### src/design/sentence_boundary_splitter_defines.svh
// ---------------------------------------------------------------------------
// Sentence boundary splitter assertion macros
// Concurrent checks clocked on clk_i and disabled while rst_ni is low.
// ---------------------------------------------------------------------------
`ifndef SENTENCE_BOUNDARY_SPLITTER_DEFINES_SVH
`define SENTENCE_BOUNDARY_SPLITTER_DEFINES_SVH

`ifndef SYNTHESIS

// The antecedent implies the consequent in the same cycle.
`define SBS_ASSERT_SAME(label, ante, cons) \
  label: assert property (@(posedge clk_i) disable iff (!rst_ni) (ante) |-> (cons)) \
    else $error("sentence_boundary_splitter: assertion failed");

// The antecedent implies the consequent in the next cycle.
`define SBS_ASSERT_NEXT(label, ante, cons) \
  label: assert property (@(posedge clk_i) disable iff (!rst_ni) (ante) |=> (cons)) \
    else $error("sentence_boundary_splitter: assertion failed");

`else

`define SBS_ASSERT_SAME(label, ante, cons)
`define SBS_ASSERT_NEXT(label, ante, cons)

`endif

`endif

### src/design/sbs_pkg.sv
// ---------------------------------------------------------------------------
// Sentence boundary splitter package
// Byte classes, abbreviation matcher and default sizes.
// ---------------------------------------------------------------------------
`default_nettype none

package sbs_pkg;

  localparam longint unsigned MaxTextBytesDefault = 64'd65536;
  localparam int unsigned     WordWindowDefault   = 4;
  localparam int unsigned     OffsetWidth         = 16;

  localparam logic [7:0] ChDot    = 8'h2E;
  localparam logic [7:0] ChBang   = 8'h21;
  localparam logic [7:0] ChQuest  = 8'h3F;
  localparam logic [7:0] ChSpace  = 8'h20;
  localparam logic [7:0] ChTab    = 8'h09;
  localparam logic [7:0] ChCr     = 8'h0D;
  localparam logic [7:0] ChDquote = 8'h22;
  localparam logic [7:0] ChSquote = 8'h27;
  localparam logic [7:0] ChRparen = 8'h29;
  localparam logic [7:0] ChRbrack = 8'h5D;
  localparam logic [7:0] ChUtfLead = 8'hE2;
  localparam logic [7:0] CaseBit  = 8'h20;

  function automatic logic is_ws_byte(input logic [7:0] c);
    return (c == ChSpace) || (c >= ChTab && c <= ChCr);
  endfunction

  function automatic logic is_upper(input logic [7:0] c);
    return c >= 8'h41 && c <= 8'h5A;
  endfunction

  function automatic logic is_alpha(input logic [7:0] c);
    return is_upper(c) || (c >= 8'h61 && c <= 8'h7A);
  endfunction

  function automatic logic is_closing_byte(input logic [7:0] c);
    return (c == ChDquote) || (c == ChSquote) || (c == ChRparen) ||
           (c == ChRbrack) || (c == ChUtfLead);
  endfunction

  // tail holds the four newest window bytes, the newest in the low byte.
  function automatic logic abbrev_match(input logic [31:0] tail,
                                        input logic len2,
                                        input logic len3,
                                        input logic len4);
    logic m2;
    logic m3;
    logic m4;
    m2 = (tail[15:0] == "mr") || (tail[15:0] == "ms") || (tail[15:0] == "dr") ||
         (tail[15:0] == "st") || (tail[15:0] == "jr") || (tail[15:0] == "sr") ||
         (tail[15:0] == "vs") || (tail[15:0] == "no");
    m3 = (tail[23:0] == "mrs") || (tail[23:0] == "etc") || (tail[23:0] == "e.g") ||
         (tail[23:0] == "i.e") || (tail[23:0] == "fig");
    m4 = (tail == "prof");
    return (len2 && m2) || (len3 && m3) || (len4 && m4);
  endfunction

endpackage

`default_nettype wire

### src/design/sentence_boundary_splitter.sv
// ---------------------------------------------------------------------------
// Sentence boundary splitter
// Reports each trimmed sentence of a byte stream as first/last offsets.
// ---------------------------------------------------------------------------
//
//   Channel | Direction | Handshake             | Payload
//   --------+-----------+-----------------------+------------------------------
//   in      | input     | in_valid_i/in_ready_o | text_byte_i, end_of_text_i
//   out     | output    | out_valid_o/out_ready_i | sentence_found_o,
//           |           |                       | start_offset_o, end_offset_o,
//           |           |                       | text_done_o, length_overflow_o
//
// One byte is taken per cycle while in_ready_o is high; its result, if any,
// appears in the single result register on the next cycle.
// A byte is still taken while a result waits, provided out_ready_i is high.
// Reset clears all control state; no clearing pass is needed.
`default_nettype none

`include "sentence_boundary_splitter_defines.svh"

module sentence_boundary_splitter #(
  parameter longint unsigned MaxTextBytes = sbs_pkg::MaxTextBytesDefault,
  parameter int unsigned     WordWindow   = sbs_pkg::WordWindowDefault
) (
  input  wire logic                             clk_i,
  input  wire logic                             rst_ni,
  input  wire logic                             in_valid_i,
  output logic                                  in_ready_o,
  input  wire logic [7:0]                       text_byte_i,
  input  wire logic                             end_of_text_i,
  output logic                                  out_valid_o,
  input  wire logic                             out_ready_i,
  output logic                                  sentence_found_o,
  output logic [sbs_pkg::OffsetWidth-1:0]       start_offset_o,
  output logic [sbs_pkg::OffsetWidth-1:0]       end_offset_o,
  output logic                                  text_done_o,
  output logic                                  length_overflow_o
);

  import sbs_pkg::*;

  localparam int unsigned PosW = $clog2(MaxTextBytes);
  localparam int unsigned LenW = $clog2(WordWindow + 2);
  localparam logic [PosW-1:0] PosLimit = PosW'(MaxTextBytes - 64'd1);
  localparam logic [LenW-1:0] LenMax   = LenW'(WordWindow + 1);

  // Text state.
  logic [PosW-1:0]                pos_q, pos_d;
  logic                           sat_q, sat_d;
  logic                           pend_q, pend_d;
  logic                           open_q, open_d;
  logic [PosW-1:0]                start_q, start_d;
  logic [PosW-1:0]                kept_q, kept_d;
  logic [WordWindow-1:0][7:0]     win_q, win_d;
  logic [LenW-1:0]                wlen_q, wlen_d;

  // Result register.
  logic                           out_valid_q, out_valid_d;
  logic                           found_q, found_d;
  logic [OffsetWidth-1:0]         res_start_q, res_start_d;
  logic [OffsetWidth-1:0]         res_end_q, res_end_d;
  logic                           done_q, done_d;
  logic                           ovf_q, ovf_d;

  logic                           accept;
  logic                           space;
  logic                           split_now;
  logic                           emit_split;
  logic                           is_abbrev;
  logic                           open_mid;
  logic [PosW-1:0]                start_mid;
  logic [PosW-1:0]                kept_mid;
  logic                           has_result;
  logic [7:0]                     lc;

  assign in_ready_o = !out_valid_q || out_ready_i;
  assign accept     = in_valid_i && in_ready_o;

  assign space      = is_ws_byte(text_byte_i);
  assign split_now  = pend_q && space;
  assign emit_split = split_now && open_q;
  assign is_abbrev  = abbrev_match(win_q[3:0],
                                   wlen_q == LenW'(2),
                                   wlen_q == LenW'(3),
                                   wlen_q == LenW'(4));
  assign open_mid   = space ? (open_q && !split_now) : 1'b1;
  assign start_mid  = (!space && !open_q) ? pos_q : start_q;
  assign kept_mid   = space ? kept_q : pos_q;
  assign has_result = emit_split || end_of_text_i;
  assign lc         = is_upper(text_byte_i) ? (text_byte_i | CaseBit) : text_byte_i;

  always_comb begin
    pos_d   = pos_q;
    sat_d   = sat_q;
    pend_d  = pend_q;
    open_d  = open_q;
    start_d = start_q;
    kept_d  = kept_q;
    win_d   = win_q;
    wlen_d  = wlen_q;

    out_valid_d = out_valid_q && !out_ready_i;
    found_d     = found_q;
    res_start_d = res_start_q;
    res_end_d   = res_end_q;
    done_d      = done_q;
    ovf_d       = ovf_q;

    if (accept) begin
      if (pos_q < PosLimit) begin
        pos_d = pos_q + PosW'(1);
      end else begin
        sat_d = 1'b1;
      end

      // A closer keeps a pending end alive; anything else but space re-judges.
      if (split_now) begin
        pend_d = 1'b0;
      end else if (pend_q && is_closing_byte(text_byte_i)) begin
        pend_d = 1'b1;
      end else begin
        pend_d = (text_byte_i == ChBang) || (text_byte_i == ChQuest) ||
                 ((text_byte_i == ChDot) && !is_abbrev);
      end

      open_d  = open_mid;
      start_d = start_mid;
      kept_d  = kept_mid;

      if (is_alpha(text_byte_i) || text_byte_i == ChDot) begin
        win_d = {win_q[WordWindow-2:0], lc};
        if (wlen_q < LenMax) begin
          wlen_d = wlen_q + LenW'(1);
        end
      end else begin
        wlen_d = '0;
      end

      out_valid_d = has_result;
      ovf_d       = sat_q;
      if (emit_split) begin
        found_d     = 1'b1;
        res_start_d = OffsetWidth'(start_q);
        res_end_d   = OffsetWidth'(kept_q);
        done_d      = end_of_text_i;
      end else if (end_of_text_i) begin
        found_d     = open_mid;
        res_start_d = open_mid ? OffsetWidth'(start_mid) : '0;
        res_end_d   = open_mid ? OffsetWidth'(kept_mid) : '0;
        done_d      = 1'b1;
      end

      // The final byte starts the next text from a clean state.
      if (end_of_text_i) begin
        pos_d  = '0;
        sat_d  = 1'b0;
        pend_d = 1'b0;
        open_d = 1'b0;
        wlen_d = '0;
      end
    end
  end

  always_ff @(posedge clk_i or negedge rst_ni) begin
    if (!rst_ni) begin
      pos_q       <= '0;
      sat_q       <= 1'b0;
      pend_q      <= 1'b0;
      open_q      <= 1'b0;
      wlen_q      <= '0;
      out_valid_q <= 1'b0;
    end else begin
      pos_q       <= pos_d;
      sat_q       <= sat_d;
      pend_q      <= pend_d;
      open_q      <= open_d;
      wlen_q      <= wlen_d;
      out_valid_q <= out_valid_d;
    end
  end

  always_ff @(posedge clk_i) begin
    start_q     <= start_d;
    kept_q      <= kept_d;
    win_q       <= win_d;
    found_q     <= found_d;
    res_start_q <= res_start_d;
    res_end_q   <= res_end_d;
    done_q      <= done_d;
    ovf_q       <= ovf_d;
  end

  assign out_valid_o       = out_valid_q;
  assign sentence_found_o  = found_q;
  assign start_offset_o    = res_start_q;
  assign end_offset_o      = res_end_q;
  assign text_done_o       = done_q;
  assign length_overflow_o = ovf_q;

  `SBS_ASSERT_SAME(a_sat_at_limit, sat_q, pos_q == PosLimit)
  `SBS_ASSERT_SAME(a_open_ordered, open_q, start_q <= kept_q)
  `SBS_ASSERT_NEXT(a_final_clears, accept && end_of_text_i,
                   pos_q == '0 && !open_q && !pend_q && out_valid_q && done_q)
  `SBS_ASSERT_SAME(a_empty_is_done, out_valid_q && !found_q, done_q)

endmodule

`default_nettype wire

### config.mk
export PLATFORM = sky130hd
export DESIGN_NAME = sentence_boundary_splitter
export DESIGN_NICKNAME = d
export VERILOG_FILES = /design/src/design/sbs_pkg.sv /design/src/design/sentence_boundary_splitter.sv
export VERILOG_INCLUDE_DIRS = /design/src /design/src/design
export SDC_FILE = /design/constraint.sdc
export NUM_CORES = 1
export LEC_CHECK = 0
export BUFFER_PORTS_ARGS = -buffer_cell sky130_fd_sc_hd__buf_2
export CAP_MARGIN = 20
export CORE_ASPECT_RATIO = 1.25
export CORE_MARGIN = 2
export CORE_UTILIZATION = 30
export CTS_BUF_LIST = sky130_fd_sc_hd__clkbuf_4 sky130_fd_sc_hd__clkbuf_8 sky130_fd_sc_hd__clkbuf_16
export CTS_CLUSTER_SIZE = 24
export DETAILED_ROUTE_END_ITERATION = 7
export PLACE_DENSITY = 0.42
export SLEW_MARGIN = 25
export SYNTH_ARGS = -nofsm -noshare
export SYNTH_HDL_FRONTEND = slang
export SYNTH_SLANG_ARGS = --single-unit
### constraint.sdc
create_clock -name clk_i -period 6.2 [get_ports clk_i]
set_input_delay 1.24 -clock clk_i [delete_from_list [all_inputs] [get_ports clk_i]]
set_output_delay 1.24 -clock clk_i [all_outputs]
set_load 0.005 [all_outputs]
==> results of run 1 <==
-- sequential cells by signal (all words and copies together), names as in the netlist, 3 cells and up --
name and count:
pos_q 16, win_q 32, end_offset_o 16, wlen_q 3
start_offset_o 16, start_q 16, kept_q 16
-- worst max path at each step --
stage / start / end
detailed placement: text_byte_i[2] / start_offset_o[14]$_DFFE_PP_
finish: text_byte_i[2] / end_offset_o[9]$_DFFE_PP_
CTS: text_byte_i[2] / start_offset_o[5]$_DFFE_PP_
global route: text_byte_i[2] / end_offset_o[8]$_DFFE_PP_
floorplan: text_byte_i[3] / end_offset_o[0]$_DFFE_PP_
global placement: text_byte_i[2] / end_offset_o[12]$_DFFE_PP_
-- placed cells by master, fill, tap and decap left out, types with 8 or more instances in the layout --
cell type,count
nand2_1,68
a31oi_1,8
nor3_1,9
o21ai_0,62
nand3_1,9
buf_2,49
o21ai_2,13
edfxtp_1,99
dfrtp_1,23
clkbuf_16,17
nor2_1,21
inv_1,24
a21oi_1,14
-- final cells by class --
type                            instances  share of cell area, %
Tap cell                              232                   4.36
Clock inverter                         13                   1.92
Timing Repair Buffer                   54                   4.54
Multi-Input combinational cell        310                   27.8
Clock buffer                           19                   6.61
Sequential cell                       122                   53.3
Inverter                               26                   1.46
-- power breakdown --
group          internal, uW  total [uW]  switching [uW]
Sequential              940         963            22.9
Combinational          46.4         148             102
Clock                   595         946             351
-- kinds of logic after synthesis --
group / synth area share (%)
xor+xnor: 0.622
buf+inv: 4.35
flops: 63.0
simple gates: 15.8
fa+ha+maj: 1.11
compound gates: 15.2
-- metrics by stage --
step | total power, uW | worst slack, ns | util [%] | cell area (sq um) | instances
2_1_floorplan | 1070 | 1.98 | - | 5640 | 482
3_5_place_dp | 1130 | 2.23 | 32.7 | 6070 | 743
5_1_grt | 2150 | 2.75 | 35.9 | 6660 | 776
4_1_cts | 2080 | 2.67 | 35.7 | 6640 | 775
6_report | 2060 | 2.91 | 35.9 | 6660 | 776
3_3_place_gp | 1130 | 2.30 | 32.7 | 6070 | 743
-- metal layers --
layer  track usage, %  share of wire [%]  wire length, microns  vias to the layer above
met5                0                  0                     0                        -
met4             3.92               0.80                   101                        0
met3             3.91                3.8                   478                        7
met2             23.2                 51                  6460                       77
met1             16.0                 44                  5640                     1927
li1                 -                  -                     -                     1907
-- worst reg2reg max path: stages (launching register included) --
cell and delay [ns]:
dfrtp_1 0.40, nand2b_1 0.15, nand2_1 0.43, clkinv_1 0.36, buf_4 0.52, o31ai_4 0.21, or3_1 0.38, a21oi_1 0.14
==> impl_metrics.tcl, run 1 <==
set metrics [dict create \
    drcViolationCount 0 \
    power_density_nw_per_um2 309 \
    fin_nets 549 \
    endpoint_kind "register" \
    post_drt_wl_per_cell_microns 16.3 \
    die_y_microns 157 \
    grt-ovfl-total 0 \
    die_w_microns 127 \
    antenna_left 0 \
    required_ns 6.32 \
    worst_path_dominant_cell_family "simple AND/OR/NAND/NOR gates" \
    critPathMaxFanout 35 \
    gp_congestion 0.748 \
    drt_iter0_markers 313 \
    period_share_pct 53.1 \
    synth_top_cell_area_share_pct 52.8 \
    fmax_ghz 0.304 \
    maxSlewViolCount 0 \
    min_to "win_q[31]$_DFFE_PP_" \
    synthesis.nets 500 \
    clockBufferDepth 2 \
    seq_area_sq_um 3550 \
    clock_skew_ns 0.00555 \
    arrival_ns 3.41 \
    path_buf_inv 4 \
    ys_types 64 \
    netlist_instances 482 \
    whs_ns 0.451 \
    cts_root_buf "clkbuf_16" \
    antenna_cells 0 \
    worst_setup_path_start_kind "input pin" \
    status "finished clean" \
    period_minus_slack_ns 3.29 \
    irDropWorstVdd_mv 0.158 \
    rsz0062_at_grt "false" \
    maxSlewHeadroom_pct 53.7 \
    cts_buffers 17 \
    io_buffers 49 \
    whs_path_depth 0 \
    grt_first_pass_wirelength_microns 20500 \
    critPathSlowestCell "or4b_1" \
    max_cap_viol_count 0 \
    critPathKind "in -> reg" \
    h-tree-depth 4 \
    timing.rr.start "out_valid_o$_DFF_PN0_" \
    area_growth_pct 18.2 \
    dp_hpwl_microns 8490 \
    async_flop_share_pct 18.9 \
    clk_pin_slew_worst_paths_ns 0.05 \
    hp-start "win_q[23]$_DFFE_PP_" \
    antenna_found_initial 0 \
    fin_setup_tns_ns 0 \
    pin_count 50 \
    final.fill_count 1835 \
    ys_seq_area_share_pct 63.0 \
    start_util_pct 30.4 \
    setup_viol_count_final 0 \
    synth-edff-count 99 \
    r2r_slack_ns 3.53 \
    cts.repair.resized 0 \
    synthTopCellsByCount "99 x edfxtp_1, 68 x nand2_1, 62 x o21ai_0" \
    vias 3918 \
    hold_viol_final 0 \
    clk_latency_ns 0.41 \
    cts_setup_buffers 0 \
    grt_max_degree 51 \
    synth.most_common_cell "edfxtp_1" \
    synth.avg_cell_area_sq_um 11.7 \
    synth-main-ff-cell "edfxtp_1" \
    crit_cells 9 \
    r2r_cells 7 \
    yosys.area.top_type "edfxtp_1" \
    synthTopCellsByArea "edfxtp_1 53%, dfrtp_1 10%, o21ai_0 5.5%, nand2_1 4.5%, o21ai_2 2.0%" \
    synth_area_sq_um 5640 \
    cts_hold_buf 0 \
    ys_warn_count 0 \
    ys_ff_latch 122 \
    wl_microns 12700 \
    min_path_type "reg -> reg" \
    viasPerCell 5.05 \
    rows 56 \
    firstDrtPassIters 5 \
    cp_cell_sequence "buf_2, or4b_1, a21oi_1, o21ai_2, buf_4, inv_2, a31oi_1, nor2_4, buf_16" \
    worst_slew_pin_slew_ns 0.693 \
    grt_use_total_pct 13.3 \
    core_area_sq_um 18600 \
    grt_pass1_vias 3799 \
    layout-drive-gt1-share_pct 20.8 \
    cts.sinks 122 \
    multiInputGateArea_sq_um 1860 \
    p_leak_uw 0.00239 \
    timing.rr.end "pos_q[11]$_DFFE_PN0P_" \
    cts_tree "built" \
    slowest_delay_ns 0.53 \
    die_area_sq_um 19900 \
]
Power figures use the tool's default switching activity.
==> inputs of run 2 (changes only) <==
Clock period 6.2 ns to 3.3 ns, I/O delays scaled along.
==> run 2 against run 1 <==
Compared with the run above:
- global-route usage barely moved
- final area decreased by 0.21%
- power is 86% higher
- count of clock-buffer cells in the layout stayed put
==> impl_metrics.tcl, run 2 (synthesis results as in run 1) <==
set metrics [dict create \
    status "finished clean" \
    worst_slew_pin_slew_ns 0.582 \
    maxSlewHeadroom_pct 61.2 \
    pin_count 50 \
    gp_congestion 0.736 \
    critPathMaxFanout 34 \
    die_w_microns 127 \
    p_switching_uw 869 \
    timing.rr.end "pos_q[15]$_DFFE_PN0P_" \
    hold_viol_final 0 \
    firstDrtPassIters 5 \
    endpoint_kind "register" \
    topRoutingLayerUsed "met4" \
    met1_length_microns 5520 \
    clock_skew_ns 0.00946 \
    final.fill_count 1834 \
    power_density_nw_per_um2 576 \
    viasPerCell 5.09 \
    wl_met2_microns 6300 \
    drt_iter0_markers 297 \
    intPower_uw 2960 \
    wl_met3_microns 594 \
    antenna_left 0 \
    cts_setup_buffers 0 \
    clockBufferDepth 2 \
    seqPwrFrac_pct 47.3 \
    clk_latency_ns 0.41 \
    cts_buffers 17 \
    dp_cells 746 \
    cts.repair.resized 0 \
    fin_nets 551 \
    grt_first_pass_wirelength_microns 20800 \
    antenna_found_initial 0 \
    vias 3946 \
    setup_viol_count_final 0 \
    rsz0062_at_grt "false" \
    irDropWorstVdd_mv 0.283 \
    h-tree-depth 4 \
    grt_use_total_pct 13.3 \
    clk_pin_slew_worst_paths_ns 0.05 \
    swShare_pct 22.7 \
    dp_worst_setup_slack_ns 0.611 \
    cts_hold_buf 0 \
    core_area_sq_um 18600 \
    p_leak_uw 0.00239 \
    required_ns 3.44 \
    cts_tree "built" \
    maxSlewViolCount 0 \
    period_share_pct 68.2 \
    io_buffers 49 \
    timing.rr.start "pos_q[0]$_DFFE_PN0P_" \
    p_total_uw 3830 \
    clockPowerShare_pct 45.4 \
    fmax_ghz 0.445 \
    die_y_microns 157 \
    fin_setup_tns_ns 0 \
    largest_reg_flops 32 \
    antenna_cells 0 \
    p_comb_share_pct 7.2 \
    layoutNonFillerInstCount 776 \
    grt_pass1_vias 3868 \
    cts_root_buf "clkbuf_16" \
    rows 56 \
    r2r_slack_ns 1.17 \
    final_cell_mix "99 x edfxtp_1, 68 x nand2_1, 62 x o21ai_0" \
    layout_commonest_cell "edfxtp_1" \
    worst_setup_path_start_kind "input pin" \
    grt-ovfl-total 0 \
    period_minus_slack_ns 2.25 \
    layout-drive-gt1-share_pct 20.8 \
    cts.sinks 122 \
    drcViolationCount 0 \
    wl_microns 12600 \
    arrival_ns 2.39 \
    worst_slack_ns 1.05 \
    grt_max_degree 49 \
    min_path_type "in -> async" \
    regMostFlops "win_q" \
    area_growth_pct 18.0 \
    max_cap_viol_count 0 \
    post_drt_wl_per_cell_microns 16.2 \
    r2r_cells 7 \
    start_util_pct 30.4 \
    dp_hpwl_microns 8650 \
    die_area_sq_um 19900 \
    critPathKind "in -> reg" \
]
[run 2: cell types whose count changed in the layout (fill, tap and decap cells not counted), sizes merged]
cell,delta
buf,+2
clkinv,-1
inv,-1
[run 2: worst max-delay path, cell delays in order]
cell and delay [ns]:
buf_2 0.17, or4b_1 0.51, a21oi_1 0.19, o21ai_2 0.09, buf_4 0.25, nand2b_2 0.36
o21ai_0 0.14
[run 2: how the worst max path moves through the flow]
| stage | startpoint | endpoint | slack, ns | cells past startpoint |
|---|---|---|---|---|
| global route | text_byte_i[2] | start_q[8]$_DFFE_PP_ | 0.91 | 7 |
| floorplan | text_byte_i[3] | end_offset_o[0]$_DFFE_PP_ | 0.22 | 7 |
| detailed placement | text_byte_i[2] | start_q[8]$_DFFE_PP_ | 0.61 | 7 |
| CTS | text_byte_i[2] | start_q[8]$_DFFE_PP_ | 1.05 | 7 |
| global placement | text_byte_i[2] | start_offset_o[8]$_DFFE_PP_ | 0.67 | 7 |
| finish | text_byte_i[2] | start_offset_o[8]$_DFFE_PP_ | 1.05 | 7 |
[run 2: through the flow]
stage          util [%]  area, sq um  hold slack, ns
6_report           35.8         6650           0.239
2_1_floorplan         -         5640           0.364
3_5_place_dp       32.9         6100           0.428
4_1_cts            35.8         6650           0.252
3_3_place_gp       32.9         6100           0.435
5_1_grt            35.8         6650           0.273
[run 2: power by group through the flow]
stage,registers [uW],clock network (uW),logic (uW)
floorplan,1830,0,186
global placement,1840,0,275
detailed placement,1840,0,282
CTS,1810,1780,284
global route,1820,1850,317
finish,1810,1740,277
[run 2: final cells by class]
class	instances	area [sq um]	share of cell area [%]
sequential	122	3550	53.4
multi-input combinational	310	1860	27.9
clock buffer	19	440	6.62
timing repair buffer	56	310	4.67
tap	232	290	4.37
clock inverter	11	106	1.60
inverter	26	97.6	1.47
[run 2: metal layers]
layer,global-route usage [%],vias up
met2,22.7,115
met4,5.39,0
met5,0,-
met3,3.33,15
li1,-,1908
met1,16.2,1908
==> inputs of run 3 (changes only) <==
Clock period 3.3 ns to 2.25 ns, I/O delays scaled along.
==> run 3 against run 2 <==
Compared with the run above:
- core utilization up 1.4 points
- sequential power up 47%
- global-route usage up 0.58 points
- final cell count up 3.7%
- combinational power up 65%
- first-iteration DRC count down 40%
- clock power up 53%
- worst hold slack worse by 0.21 ns
- critical endpoint is now pend_q$_DFFE_PN0P_
- largest power group unchanged
==> impl_metrics.tcl, run 3 (synthesis results as in run 1) <==
set metrics [dict create \
    status "finished clean" \
    hold_viol_final 0 \
    cts_tree "built" \
    worst_path_dominant_cell_family "simple AND/OR/NAND/NOR gates" \
    die_w_microns 127 \
    irDropWorstVdd_mv 0.456 \
    final.fill_count 1836 \
    grt_util_met1_pct 15.8 \
    cts_root_buf "clkbuf_16" \
    critPathSlowestCell "or4_4" \
    firstDrtPassIters 4 \
    area_growth_pct 22.8 \
    drt_iter0_markers 179 \
    maxSlewViolCount 0 \
    grt_use_total_pct 13.9 \
    regMostFlops "win_q" \
    layout-drive-gt1-share_pct 24.4 \
    cp_cell_sequence "nand2b_1, or4_4, o2bb2a_4, nor4_2, o211ai_1, a31o_1" \
    die_area_sq_um 19900 \
    busiest_layer "met2" \
    cts.sinks 122 \
    largest_reg_flops 32 \
    cts.repair.resized 0 \
    period_share_pct 93.8 \
    worst_slew_pin_slew_ns 0.568 \
    io_buffers 49 \
    met2_usage_pct 25.1 \
    period_minus_slack_ns 2.11 \
    wl_microns 13100 \
    critPathMaxFanout 3 \
    setup_viol_count_final 0 \
    viasPerCell 4.98 \
    clock_skew_ns 0.00808 \
    slowest_delay_ns 0.50 \
    drcViolationCount 0 \
    clockBufferDepth 2 \
    post_drt_wl_per_cell_microns 16.2 \
    rsz0062_at_grt "false" \
    grt_pass1_vias 4095 \
    max_cap_viol_count 0 \
    dp_hpwl_microns 9010 \
    seq_area_sq_um 3550 \
    final_cell_mix "99 x edfxtp_1, 68 x nand2_1, 62 x o21ai_0" \
    pin_count 50 \
    layout_commonest_cell "edfxtp_1" \
    whs_ns 0.0334 \
    rows 56 \
    cts_setup_buffers 0 \
    die_y_microns 157 \
    worst_setup_path_start_kind "register" \
    core_area_sq_um 18600 \
    vias 4008 \
    gp_congestion 0.746 \
    fin_setup_tns_ns 0 \
    antenna_left 0 \
    antenna_cells 0 \
    grt_max_degree 39 \
    endpoint_kind "register" \
    multiInputGateArea_sq_um 1860 \
    critPathKind "reg -> reg" \
    maxSlewHeadroom_pct 62.1 \
    h-tree-depth 4 \
    start_util_pct 30.4 \
    grtUsageMet3_pct 3.81 \
    grt-ovfl-total 0 \
    clk_pin_slew_worst_paths_ns 0.05 \
    clk_latency_ns 0.41 \
    fin_nets 579 \
    grt_first_pass_wirelength_microns 21400 \
    required_ns 2.54 \
    antenna_found_initial 0 \
    cts_hold_buf 0 \
    min_path_type "in -> async" \
    power_density_nw_per_um2 835 \
    p_leak_uw 0.00255 \
    fmax_ghz 0.474 \
    arrival_ns 2.40 \
    path_buf_inv 0 \
    cts_buffers 17 \
]
==> run 3: cell types whose count changed in the layout (fill, tap and decap cells not counted), sizes merged <==
cell	delta
clkinvlp	-1
clkinv	+1
buf	+28
bufinv	+1
==> run 3: final cells by class <==
cell class / instances / share of cell area, %
tap: 232 / 4.20
inverter: 26 / 1.41
multi-input combinational: 310 / 26.9
clock buffer: 19 / 6.37
clock inverter: 12 / 1.90
timing repair buffer: 84 / 7.89
sequential: 122 / 51.3
==> run 3: power by group <==
part / total [uW] / leakage [uW] / internal [uW] / switching [uW]
clock: 2660 / 0.000281 / 1730 / 935
combinational: 457 / 0.00101 / 170 / 287
sequential: 2660 / 0.00126 / 2590 / 64.1
total: 5780 / 0.00255 / 4490 / 1290
==> run 3: routing by layer <==
metal  wire length (microns)  vias to the layer above  share of wire, %
met2                    6900                       79                53
li1                        -                     1970                 -
met3                     450                       15               3.4
met4                     189                        0               1.4
met5                       0                        -                 0
met1                    5520                     1944                42
==> run 3: path summary, 6_finish.rpt <==
kind | startpoint | endpoint | slack (ns) | cells after the start
min reg2reg | win_q[23]$_DFFE_PP_ | win_q[31]$_DFFE_PP_ | 0.44 | 0
max in group asynchronous | rst_ni | out_valid_o$_DFF_PN0_ | 1.84 | 1
max reg2reg | win_q[15]$_DFFE_PP_ | pend_q$_DFFE_PN0P_ | 0.14 | 6
min in group clk_i | text_byte_i[0] | win_q[0]$_DFFE_PP_ | 0.25 | 1
min | rst_ni | pos_q[11]$_DFFE_PN0P_ | 0.03 | 1
max | win_q[15]$_DFFE_PP_ | pend_q$_DFFE_PN0P_ | 0.14 | 6
==> run 3: through the flow <==
stage	utilization [%]	power, uW	instance area [sq um]	cells	setup WS [ns]
final	37.3	5780	6920	805	0.140
after global routing	37.3	6030	6920	805	0.0261
after CTS	37.3	5860	6920	805	0.111
after detailed placement	34.2	3170	6350	774	-0.0385
after global placement	34.2	3160	6350	774	-0.0217
after floorplan	-	2960	5660	482	-0.274
==> run 3: worst reg2reg max path, stage by stage (launching register included) <==
cell      delay [ns]
edfxtp_1        0.41
nand2b_1        0.17
or4_4           0.50
o2bb2a_4        0.24
nor4_2          0.25
o211ai_1        0.15
a31o_1          0.27
